<file path="src/rtl/core/bted_pkg.sv">
// ----------------------------------------------------------------------------
// bted_pkg
// Types and constants shared by the trigger edge detector.
// ----------------------------------------------------------------------------
package bted_pkg;

  localparam int MAX_BLOCK = 65536;
  localparam int POS_W     = $clog2(MAX_BLOCK);
  localparam logic [POS_W-1:0] POS_LAST = POS_W'(MAX_BLOCK - 1);

  localparam int SAMPLE_W  = 32;
  localparam int INDEX_W   = 32;
  localparam int CHANNEL_W = 10;
  localparam int SCORE_W   = SAMPLE_W + 2;
  localparam int LEVEL_W   = SAMPLE_W + 1;
  localparam int CFG_IDX_W = 2;
  localparam int CFG_DATA_W = 32;

  typedef enum logic [CFG_IDX_W-1:0] {
    REG_DETECT_MODE   = 2'd0,
    REG_EDGE_FALLING  = 2'd1,
    REG_REMOVE_OFFSET = 2'd2,
    REG_THRESHOLD     = 2'd3
  } cfg_idx_t;

  typedef enum logic {
    MODE_MAX      = 1'b0,
    MODE_GRADIENT = 1'b1
  } detect_mode_t;

  typedef struct packed {
    detect_mode_t                detect_mode;
    logic                        edge_falling;
    logic                        remove_offset;
    logic signed [SAMPLE_W-1:0]  threshold;
  } cfg_t;

  // end-of-block candidate handed to the threshold test
  typedef struct packed {
    logic signed [SAMPLE_W-1:0]  value_at_best;
    logic signed [SAMPLE_W-1:0]  first_value;
    logic [INDEX_W-1:0]          block_start;
    logic [POS_W-1:0]            best_offset;
    logic [CHANNEL_W-1:0]        channel;
  } cand_t;

endpackage

</file>
<file path="src/rtl/core/bted_tracker.sv">
// ----------------------------------------------------------------------------
// bted_tracker
// Running per-block search for the largest sample or sample difference.
// ----------------------------------------------------------------------------
module bted_tracker
  import bted_pkg::*;
(
  input  logic                        clk,
  input  logic                        rst_n,
  input  cfg_t                        cfg,
  input  logic                        item_fire,
  input  logic signed [SAMPLE_W-1:0]  sample,
  input  logic [INDEX_W-1:0]          block_start,
  input  logic [CHANNEL_W-1:0]        channel,
  input  logic                        block_last,
  input  logic                        cand_ready,
  output logic                        cand_valid,
  output cand_t                       cand
);

  logic                        in_block_r, in_block_nxt;
  logic signed [SAMPLE_W-1:0]  first_value_r, first_value_nxt;
  logic signed [SAMPLE_W-1:0]  prev_value_r;
  logic signed [SCORE_W-1:0]   best_score_r, best_score_nxt;
  logic [POS_W-1:0]            best_offset_r, best_offset_nxt;
  logic signed [SAMPLE_W-1:0]  value_at_best_r, value_at_best_nxt;
  logic [POS_W-1:0]            position_r, position_nxt;
  logic [INDEX_W-1:0]          start_r, start_nxt;
  logic [CHANNEL_W-1:0]        channel_r, channel_nxt;
  logic signed [SCORE_W-1:0]   score;
  logic signed [SCORE_W-1:0]   diff;
  logic                        cand_valid_r;
  cand_t                       cand_r;

  always_comb begin
    diff = SCORE_W'(sample) - SCORE_W'(prev_value_r);
    if (cfg.detect_mode == MODE_GRADIENT) begin
      score = cfg.edge_falling ? -diff : diff;
    end else begin
      score = SCORE_W'(sample);
    end
  end

  always_comb begin
    in_block_nxt      = 1'b1;
    first_value_nxt   = first_value_r;
    best_score_nxt    = best_score_r;
    best_offset_nxt   = best_offset_r;
    value_at_best_nxt = value_at_best_r;
    position_nxt      = position_r;
    start_nxt         = start_r;
    channel_nxt       = channel_r;
    if (!in_block_r) begin
      first_value_nxt   = sample;
      start_nxt         = block_start;
      channel_nxt       = channel;
      position_nxt      = '0;
      best_offset_nxt   = '0;
      value_at_best_nxt = sample;
      best_score_nxt    = (cfg.detect_mode == MODE_GRADIENT) ? '0 : SCORE_W'(sample);
    end else begin
      if (position_r != POS_LAST) begin
        position_nxt = position_r + POS_W'(1);
      end
      if (score > best_score_r) begin
        best_score_nxt    = score;
        best_offset_nxt   = position_nxt;
        value_at_best_nxt = sample;
      end
    end
    if (block_last) begin
      in_block_nxt = 1'b0;
    end
  end

  always_ff @(posedge clk) begin
    if (!rst_n) begin
      in_block_r      <= 1'b0;
      first_value_r   <= '0;
      prev_value_r    <= '0;
      best_score_r    <= '0;
      best_offset_r   <= '0;
      value_at_best_r <= '0;
      position_r      <= '0;
      start_r         <= '0;
      channel_r       <= '0;
    end else if (item_fire) begin
      in_block_r      <= in_block_nxt;
      first_value_r   <= first_value_nxt;
      prev_value_r    <= sample;
      best_score_r    <= best_score_nxt;
      best_offset_r   <= best_offset_nxt;
      value_at_best_r <= value_at_best_nxt;
      position_r      <= position_nxt;
      start_r         <= start_nxt;
      channel_r       <= channel_nxt;
    end
  end

  // candidate register, loaded on the last item of a block
  always_ff @(posedge clk) begin
    if (!rst_n) begin
      cand_valid_r <= 1'b0;
    end else if (item_fire && block_last) begin
      cand_valid_r <= 1'b1;
    end else if (cand_ready) begin
      cand_valid_r <= 1'b0;
    end
  end

  always_ff @(posedge clk) begin
    if (item_fire && block_last) begin
      cand_r.value_at_best <= value_at_best_nxt;
      cand_r.first_value   <= first_value_nxt;
      cand_r.block_start   <= start_nxt;
      cand_r.best_offset   <= best_offset_nxt;
      cand_r.channel       <= channel_nxt;
    end
  end

  assign cand_valid = cand_valid_r;
  assign cand       = cand_r;

endmodule

</file>
<file path="config.mk">
export PLATFORM = sky130hd
export DESIGN_NAME = bted_tracker
export DESIGN_NICKNAME = d
export VERILOG_FILES = /design/src/rtl/core/bted_pkg.sv /design/src/rtl/core/bted_tracker.sv
export SDC_FILE = /design/constraint.sdc
export NUM_CORES = 1
export LEC_CHECK = 0
export ABC_CLOCK_PERIOD_IN_PS = 15750
export BUFFER_PORTS_ARGS = -buffer_cell sky130_fd_sc_hd__buf_2
export CAP_MARGIN = 20
export CORE_ASPECT_RATIO = 1.25
export CORE_MARGIN = 2
export CORE_UTILIZATION = 34
export CTS_CLUSTER_DIAMETER = 120
export DETAILED_ROUTE_END_ITERATION = 8
export GPL_TIMING_DRIVEN = 0
export PLACE_DENSITY_LB_ADDON = 0.25
export SYNTH_ARGS = -nofsm -noshare
export SYNTH_HDL_FRONTEND = slang
export SYNTH_SLANG_ARGS = --single-unit
</file>
<file path="constraint.sdc">
create_clock -name clk -period 15.75 [get_ports clk]
set_input_delay 2.3625 -clock clk [delete_from_list [all_inputs] [get_ports clk]]
set_output_delay 2.3625 -clock clk [all_outputs]
set_load 0.02 [all_outputs]
</file>
# Yosys cells after proc, flatten, opt, wreduce, memory -nomap -nowiden

Index checks and enable logic that the tools add are counted.

Muxes and demuxes: 17
Eq/ne operators: 2
Magnitude comparators: 1
Reductions and logical operators: 3
Add/subtract/negate cells: 3

Operators by type and width:

| kind                  | number |
|---|---|
| $mux 34               | 5 |
| $mux 32               | 4 |
| $mux 16               | 4 |
| $gt 34x34->1          | 1 |
| $neg 33->34           | 1 |
| $sub 32x32->33        | 1 |
| $add 16x1->16 const B | 1 |
| $ne 16x16->1 const B  | 1 |
| $mux 10               | 1 |
| $mux 1                | 3 |
| $ne 2x1->1 const B    | 1 |
| $reduce_and 2->1      | 1 |
| $reduce_bool 2->1     | 1 |
| $logic_and 1x1->1     | 1 |

Input port bits: 114
Output and inout bits: 123
Bits in registers: 328
Logic and storage cells: 41

# Depth between registers and ports, before layout

Gate-level depths: netlist (run 1).

Depth in word-level cells: 7
Depth in mapped cells: 27
Depth with buffers taken out: 25

# Worst setup path before layout (run 1)

OpenSTA, ideal clock, no wires.

Path kind: in2reg
Start: in sample[0]
End: reg cand_r (netlist bit cand[100]), data pin
Setup slack: 7,580 ps
Data required time: 15,490 ps
Buffers on the path: 2
Arrival time: 7,910 ps
Setup time: 260 ps
Stages: 26
Cell sequence: inv_1 > ha_1 > fa_1 > nand2b_1 > a211oi_2 > o211ai_1 > nand2_1 > a311oi_1 > nor4_4 > o211ai_2 > o31ai_2 > xnor2_1 > mux2_4 > ha_1 > a21o_1 > a21o_1 > a21oi_1 > o311ai_0 > a211oi_1 > o221ai_1 > xor2_1 > nand2b_1 > clkbuf_1 > nand2_1 > clkbuf_1 > mux2_2

Word-level cells in the longest chain between the ends: 7

Ends and longest elaborated chain:

| what                      | line               | source |
|---|---|---|
| from (decl)               | bted_tracker.sv:12 | `input logic signed [SAMPLE_W-1:0] sample,` |
| $sub 32x32->33            | bted_tracker.sv:36 | `diff = SCORE_W'(sample) - SCORE_W'(prev_value_r);` |
| $neg 33->34               | bted_tracker.sv:38 | `score = cfg.edge_falling ? -diff : diff;` |
| $mux 34                   | bted_tracker.sv:38 |  |
| $mux 34 *                 | bted_tracker.sv:37 | `if (cfg.detect_mode == MODE_GRADIENT) begin` |
| $gt 34x34->1 *            | bted_tracker.sv:65 | `if (score > best_score_r) begin` |
| $mux 32 *                 | bted_tracker.sv:65 |  |
| $mux 32 *                 | bted_tracker.sv:53 | `if (!in_block_r) begin` |
| via value_at_best_nxt[10] | bted_tracker.sv:26 | `logic signed [SAMPLE_W-1:0] value_at_best_r, value_at_best_nxt;` |
| to (decl)                 | bted_tracker.sv:33 | `cand_t cand_r;` |

The timed path passes the listed nets; every way through them passes the cells marked *.
A chain may end at the register's enable or synchronous reset.

# Worst setup path after layout (run 1)

Start: in sample[0]
End: reg best_score_r[30]

Word-level cells in the longest chain between the ends: 7
Elaborated cells between the ends (all ways): 9
Those cells by class: add/sub (2); order compare (1); eq/ne (1); mux (4); reduce/logical (1)

Ends and longest elaborated chain:

| what                       | line               | source |
|---|---|---|
| $sub 32x32->33             | bted_tracker.sv:36 |  |
| $neg 33->34                | bted_tracker.sv:38 |  |
| $mux 34                    | bted_tracker.sv:38 |  |
| $mux 34 *                  | bted_tracker.sv:37 |  |
| $gt 34x34->1               | bted_tracker.sv:65 |  |
| $ne 2x1->1 (no line)       | --                 |  |
| $reduce_and 2->1 (no line) | --                 |  |
| to (signal assigned)       | bted_tracker.sv:91 | `best_score_r <= best_score_nxt;` |
| to (decl)                  | bted_tracker.sv:24 | `logic signed [SCORE_W-1:0] best_score_r, best_score_nxt;` |

Every way passes the cells marked *; elsewhere a longest branch is shown, timed or not. The select of a mux whose other input is x is not followed.

==> flow_results.org, run 1 <==
** Final layout
- Area growth from synthesis to layout :: 18.3%
- For this run, the share of the core covered by cells in the final layout is 0.409.
- Combined area of the multi-input logic cells :: 8940 um2
- Total area of sequential cells :: 7790 um2
- In the final layout, the share of cells above drive strength 1 is 0.197.
- Final net count :: 2256
- The layout has 5106 filler cells.

** Pwr
- Worst ir drop on vdd :: 0.0613 mV
- Power spread over the standard cell area amounts to 118 nW/um2.
- Summed over all cells, the static leakage comes to 0.00830 uW.
- Post-layout power :: 2450 uW

** Logic synthesis
- Among all flip-flop cells after synthesis, the most frequent one is dfxtp_1.
- Top cell type by total area after synthesis :: dfxtp_1
- Post-Synthesis Cells :: 1828
- For this run, the number of Yosys warnings is 0.
- Post-synthesis async set-or-reset flop share :: 0
- Post-synth design cell area :: 17500 um2
- After synthesis, the netlist uses 89 different library cells.
- Top area cells in the synthesized netlist :: dfxtp_1 (24%), edfxtp_1 (21%), mux2_2 (6.4%)
- The share of the Yosys chip area taken by registers is 0.445.
- Yosys mapped a number of flops with a built-in enable equal to 122.
- Register bit count reported by yosys :: 328
- The number of nets in the synthesized netlist is 2011.
- Post-synth top cells :: nor2_1 (215), dfxtp_1 (206), nand2_1 (157)
- Share of the synthesized area in the top cell type :: 0.236
- Average footprint of a synthesized cell :: 9.57 um2
- Cell with the most instances after synthesis :: nor2_1

** Clock tree
- Gates resized during post-CTS repair numbered 0.
- Buffers inserted to repair hold after CTS numbered 0.
- Maximum level of the CTS H-tree :: 2
- For the worst-skew pair, the clock arrives at the later sink with an insertion delay of 0.56 ns.
- Clock-pin slew was measured on the worst setup and hold paths at 0.06 ns.
- Clk sinks :: 328
- Number of buffers on the longest clock path :: 3
- The root buffer cell chosen for the clock tree is clkbuf_16.
- Buffers inserted during clock tree synthesis total 37.
- Post-CTS Repair Setup Buffers :: 0
- TritonCTS built the clock tree.

** Die
- The die is 207 um wide.
- Number of top-level pins :: 237
- For this configuration, the core starts out at a cell density of 0.346.
- Standard-cell row count :: 92
- Height of the chip :: 258 um
- Die Footprint :: 53300 um2
- Core Region :: 50600 um2

** Route
- After detailed routing, the average wire length per cell comes to 19.3 um.
- Total iterations of the first detailed-routing run :: 5
- For this block, the initial DRC count from the detailed router was 785.
- The final route contains 14400 vias.
- Summed over all layers, the routed wires come to 53200 um.
- In this run the remaining antenna-violating nets after routing total 0.
- After detailed routing, the number of remaining DRC violations is 0.
- After detailed routing, the number of vias per cell comes to 5.22.

** Global routing
- Total global-route track usage :: 0.196
- First-pass GRT wire length :: 81100 um
- Initial antenna violation count :: 2
- GRT Residual Overflow :: 0
- Entering global routing, the biggest net connects 54 pins.
- Vias in the first global route :: 14300

** Critical path
- Startpoint of the worst setup timing path :: sample[0]
- Critical path required time :: 16.20 ns
- Critical Path Sink Type :: register
- Data arrival time of the critical path :: 10.50 ns
- Crit path max fanout :: 10
- Worst Setup Start Kind :: input port
- Worst R2R Start :: prev_value_r[0]
- Class of the most critical setup path :: input port to register

** Place
- Post-detail-place hpwl :: 39300 um
- Placer Congestion :: 0.887
- Buffers placed on the I/O ports in this run total 201.

** STA
- The final count of hold timing violations was 0.
- Unrepaired setup endpoints after global routing :: false
- Static timing analysis puts the maximum clock frequency at 0.0995 GHz.
- Slew Viols, Final :: 0
- Adding up every negative setup slack in the final design gives 0 ns.
- Worst-case hold slack :: 0.453 ns
- Final critical path time including I/O delays and setup :: 10.05 ns
- Clk_skew :: 0.0196 ns
- Share of the clock period used by the worst path after layout :: 0.638
- Total setup violations reported at the end of the flow :: 0
- Normalized max-slew margin :: 0.304
- For the pin with the worst max-slew slack, the measured transition is 1.04 ns.

** Flow run
- The tool flagged a number of max-cap violations equal to 0.

** Worst hold path
- Worst min-delay path startpoint :: value_at_best_r[22]
- Worst hold path class :: register to register

** Run status
- The run finished with clean final reports.
worst max-delay path: stages:
cell	delay [ns]
buf_2	0.16
inv_1	0.13
ha_1	0.26
fa_1	0.41
nand2b_1	0.20
a211oi_2	0.42
o211ai_1	0.30
nand2_1	0.22
a311oi_1	0.28
nor4_4	0.51
o211ai_2	0.28
o31ai_2	0.31
xnor2_1	0.10
mux2_4	0.28
ha_1	0.30
a21o_1	0.17
a21o_1	0.17
a21oi_1	0.24
o311ai_0	0.18
a211oi_1	0.30
o221ai_1	0.27
mux2i_1	0.72
or2_2	0.25
clkbuf_1	0.60
clkbuf_1	0.64
o221ai_1	0.25
o211a_1	0.18
cells by family after synthesis:
kind of cell | after synthesis | share of synthesized area
compound gates | 404 | 0.156
xor+xnor | 54 | 0.0283
fa+ha+maj | 69 | 0.0498
buf+inv | 204 | 0.0445
flops | 328 | 0.445
mux | 210 | 0.127
simple gates | 559 | 0.149
layer usage:
metal,vias up,track usage,share of wire
li1,7035,-,-
met1,6957,0.236,0.42
met2,327,0.353,0.50
met3,98,0.0237,0.039
met4,2,0.0749,0.033
met5,-,0,0.00024
report_power, final:
part / total (uW) / leakage [uW] / switching, uW / internal (uW)
registers: 970 / 0.00285 / 23.9 / 946
logic: 567 / 0.00483 / 363 / 204
clock network: 917 / 0.000620 / 371 / 546
total: 2450 / 0.00830 / 757 / 1700
state kept, by name, indices dropped and copies added (netlist names):
signal / count
value_at_best_r: 32
channel_r: 10
in_block_r: 1
prev_value_r: 32
first_value_r: 32
position_r: 16
best_offset_r: 16
best_score_r: 34
cand: 122
start_r: 32
cand_valid: 1
worst paths after layout:
kind / depth (start not counted) / end / slack, ns
max: 27 / best_score_r[30] / 5.70
min: 2 / value_at_best_r[22] / 0.45
max reg2reg: 25 / best_score_r[30] / 7.52
min reg2reg: 2 / value_at_best_r[22] / 0.45
layout make-up:
cell class	instances	share of cell area
timing repair buffer	206	0.0531
inverter	96	0.0174
sequential	328	0.376
buffer	108	0.0202
multi-input combinational	1296	0.432
antenna	1	0.000121
clock inverter	15	0.00949
tap	658	0.0398
clock buffer	53	0.0521
stage by stage:
stage	std cells	cell area, um2	worst slack [ns]
4_1_cts	2758	20700	5.84
5_1_grt	2761	20700	5.40
3_5_place_dp	2690	19400	5.24
3_3_place_gp	2687	19300	5.37
6_report	2761	20700	5.70
2_1_floorplan	1828	17500	7.58
cell usage in the layout, fill, tap and decap left out, drive strengths merged, types with 10 or more instances in the layout:
master,instances
buf,229
nor2,217
dfxtp,206
nand2,158
clkbuf,138
a21oi,136
edfxtp,122
mux2i,110
mux2,100
inv,97
o21ai,80
ha,68
a21o,35
xnor2,31
nand4,30
nand3,29
xor2,23
a211oi,23
nor2b,22
nor3,22
o211ai,17
and2,15
nand2b,13
o211a,12
o221ai,10
and3,10
o21a,10
a311oi,10
nor4,10
Note: power is estimated with default switching activity, not from simulation.
==> inputs of run 2 (changes only) <==
--- a/config.mk
+++ b/config.mk
@@ -5,7 +5,7 @@
 export SDC_FILE = /design/constraint.sdc
 export NUM_CORES = 1
 export LEC_CHECK = 0
-export ABC_CLOCK_PERIOD_IN_PS = 15750
+export ABC_CLOCK_PERIOD_IN_PS = 9350
 export BUFFER_PORTS_ARGS = -buffer_cell sky130_fd_sc_hd__buf_2
 export CAP_MARGIN = 20
 export CORE_ASPECT_RATIO = 1.25
==> constraint.sdc (replaced) <==
create_clock -name clk -period 9.35 [get_ports clk]
set_input_delay 1.4025 -clock clk [delete_from_list [all_inputs] [get_ports clk]]
set_output_delay 1.4025 -clock clk [all_outputs]
set_load 0.02 [all_outputs]
==> run 2 against run 1 <==
Compared with the run above: setup slack got worse by 5.3 ns; design area about the same; core utilization about the same; critical path type unchanged; highest routed layer unchanged.
==> flow_results.org, run 2 (same netlist as run 1, synthesis figures left out) <==
** Run status
- Run status :: complete, no violations

** Final layout
- Commonest non-fill, non-tap cell in the layout :: nor2_1
- The synthesis-to-finish area growth is 18.3% (about the same).
- Largest register FFs :: 122 (unchanged)
- The number of nets at the end of the flow came to 2256 (unchanged).
- Number of filler instances in the final layout :: 5107 (+0.020%)
- Fraction of layout instances using a drive strength above 1 :: 0.198 (+0.000476)
- In the layout the commonest cells are nor2_1 (215), buf_2 (211), dfxtp_1 (206).
- The number of standard cells in the layout, taps in and fillers out was 2761 (unchanged).

** STA
- Unrepaired setup endpoints after global routing :: false
- The post-route worst setup slack came to 0.433 ns (-5.27 ns).
- Transition time at the pin with the least slew margin :: 1.04 ns (+0.00294 ns)
- Normalized max-slew margin :: 0.302 (-0.00197)
- The post-route worst hold slack is 0.453 ns (-0.000445 ns).
- Slew Viols, Final :: 0 (unchanged)
- Of the available clock period, the critical path in the final layout requires 0.954.
- The total negative slack was 0 ns (unchanged).
- Final critical path time including I/O delays and setup :: 8.92 ns
- Max Clk Rate :: 0.112 GHz
- Total setup violations reported at the end of the flow :: 0 (unchanged)
- Hold Vio Cnt, Final :: 0 (unchanged)
- Clk_skew :: 0.0188 ns (-0.000783 ns)

** Worst hold path
- The startpoint identified for the worst hold timing path is value_at_best_r[30].
- In this run the worst hold path is classified as register to register.
- The number of cells traversed by the worst hold path came to 2 (unchanged).

** Critical path
- Slowest cell delay on critical path :: 0.66 ns (-0.06 ns)
- Data arrival time of the critical path :: 9.36 ns (-1.14 ns)
- The worst setup path is launched from an input port.
- R2R cell count :: 25 (unchanged)
- R2R setup slack :: 1.30 ns (-6.22 ns)
- The worst setup path is captured at a register.
- The largest individual stage delay along the critical path comes from the cell clkbuf_1.
- Endpoint of the worst setup timing path :: best_score_r[30]
- Total number of cells along the worst setup path :: 27 (unchanged)
- Capture point of the worst reg-to-reg path :: best_score_r[30]
- The buffers plus inverters on the worst setup path is 4 (unchanged).
- The critical path starts at sample[0].
- The endpoint required time on the critical path came to 9.80 ns (-6.40 ns).
- Grouping stages by cell kind, the critical path spends the most delay in compound AO/OA/AOI/OAI gates.
- Crit path max fanout :: 10 (unchanged)
- The critical path is of the input port to register type.
- The startpoint identified for the worst register-to-register timing path is prev_value_r[0].

** Route
- Via count of the routed design :: 14400 (+0.097%)
- Drt via density :: 5.23 (about the same)
- Detailed-route DRC error count :: 0 (unchanged)
- The initial DRC count is 817 (+4.1%).
- Post-detailed-routing wire length :: 53200 um (about the same)
- The wire length per cell after detailed routing is 19.3 um (about the same).
- Antenna Nets Post-Route :: 0 (unchanged)
- Total iterations of the first detailed-routing run :: 5 (unchanged)

** Die
- The total core area came to 50600 um2 (unchanged).
- The die height is 258 um (unchanged).
- Width of the chip :: 207 um (unchanged)
- Die Footprint :: 53300 um2 (unchanged)
- Standard-cell row count :: 92 (unchanged)
- The number of primary I/O pins came to 237 (unchanged).
- The effective utilization at floorplan is 0.346 (unchanged).

** Clock tree
- The number of gates resized after cts is 0 (unchanged).
- The root buffer cell chosen for the clock tree is clkbuf_16.
- The number of buffers inserted by post-CTS setup repair is 0 (unchanged).
- Clk sinks :: 328 (unchanged)
- TritonCTS built the clock tree.
- Hold buffer count at CTS :: 0 (unchanged)
- The number of levels in the clock H-tree is 2 (unchanged).
- The clock-pin slew on the worst setup and hold paths came to 0.06 ns (about the same).
- The number of buffers on the longest clock path is 3 (unchanged).
- The clock latency at the later pin of the worst-skew pair is 0.56 ns (about the same).
- Number of buffers added by the clock tree synthesis step :: 37 (unchanged)

** Flow run
- Max-cap viol count :: 0 (unchanged)

** Global routing
- The wire length of the first global-routing pass was 81100 um (unchanged).
- Pin count of the biggest net entering global routing :: 54 (unchanged)
- Total global-route track usage :: 0.196 (unchanged)
- The via count of the first global-routing pass was 14300 (unchanged).
- GRT Residual Overflow :: 0 (unchanged)
- The initial antenna violation count came to 2 (unchanged).

** Pwr
- The power density relative to cell area was 199 nW/um2 (+68%).
- The peak supply drop came to 0.103 mV (+68%).
- The leakage power total is 0.00830 uW (about the same).

** Place
- The count of input and output buffers was 201 (unchanged).
- Post-detail-place hpwl :: 39300 um (unchanged)
- Cell count after placement :: 2690 (unchanged)
- The routability congestion estimate was 0.887 (unchanged).
- Pre-CTS setup slack :: -0.197 ns (-5.44 ns)
## run 2: cell type report
type | instances | area (um2) | share of cell area
flip-flops and latches | 328 | 7790 | 0.376
well taps | 658 | 823 | 0.0398
repair buffers | 206 | 1100 | 0.0530
clock inverters | 15 | 196 | 0.00949
clock buffers | 53 | 1080 | 0.0521
diodes | 1 | 2.50 | 0.000121
multi-input cells | 1296 | 8940 | 0.432
inverters | 96 | 360 | 0.0174
plain buffers | 108 | 418 | 0.0202
## run 2: layer usage
layer | wire length, um | GRT usage
met4 | 1780 | 0.0749
met3 | 2250 | 0.0237
met2 | 26800 | 0.353
met5 | 13 | 0
met1 | 22400 | 0.236
## run 2: worst min-delay path by stage
| stage | endpoint | slack [ns] |
|---|---|---|
| 6_report | value_at_best_r[30] | 0.45 |
| 5_1_grt | best_score_r[4] | 0.48 |
| 4_1_cts | value_at_best_r[23] | 0.46 |
| 3_5_place_dp | value_at_best_r[23] | 0.45 |
| 3_3_place_gp | value_at_best_r[23] | 0.44 |
| 2_1_floorplan | best_score_r[4] | 0.43 |
## run 2: where the power goes
part	leakage, uW	internal [uW]	switching, uW
clock network	0.000620	920	621
logic	0.00482	345	611
registers	0.00285	1590	40.1
total	0.00830	2860	1270
## run 2: per-stage QoR
step | total power (uW) | utilization | area (um2)
after floorplan | 2320 | - | 17500
after global placement | 2600 | 0.382 | 19300
after detailed placement | 2610 | 0.383 | 19400
after CTS | 4180 | 0.408 | 20700
after global routing | 4330 | 0.409 | 20700
final | 4130 | 0.409 | 20700
## run 2: worst reg2reg max path, cell delays in order, from the launching register on
cell and delay [ns]:
dfxtp_1 0.31, ha_1 0.22, fa_1 0.41, nand2b_1 0.20
a211oi_2 0.42, o211ai_1 0.30, nand2_1 0.22, a311oi_1 0.28
nor4_4 0.51, o211ai_2 0.28, o31ai_2 0.31, xnor2_1 0.10
mux2_4 0.28, ha_1 0.30, a21o_1 0.17, a21o_1 0.17
a21oi_1 0.23, o311ai_0 0.18, a211oi_1 0.31, o221ai_1 0.29
mux2i_2 0.54, or2_2 0.22, clkbuf_1 0.59, clkbuf_1 0.66
o221ai_1 0.26, o211a_1 0.18
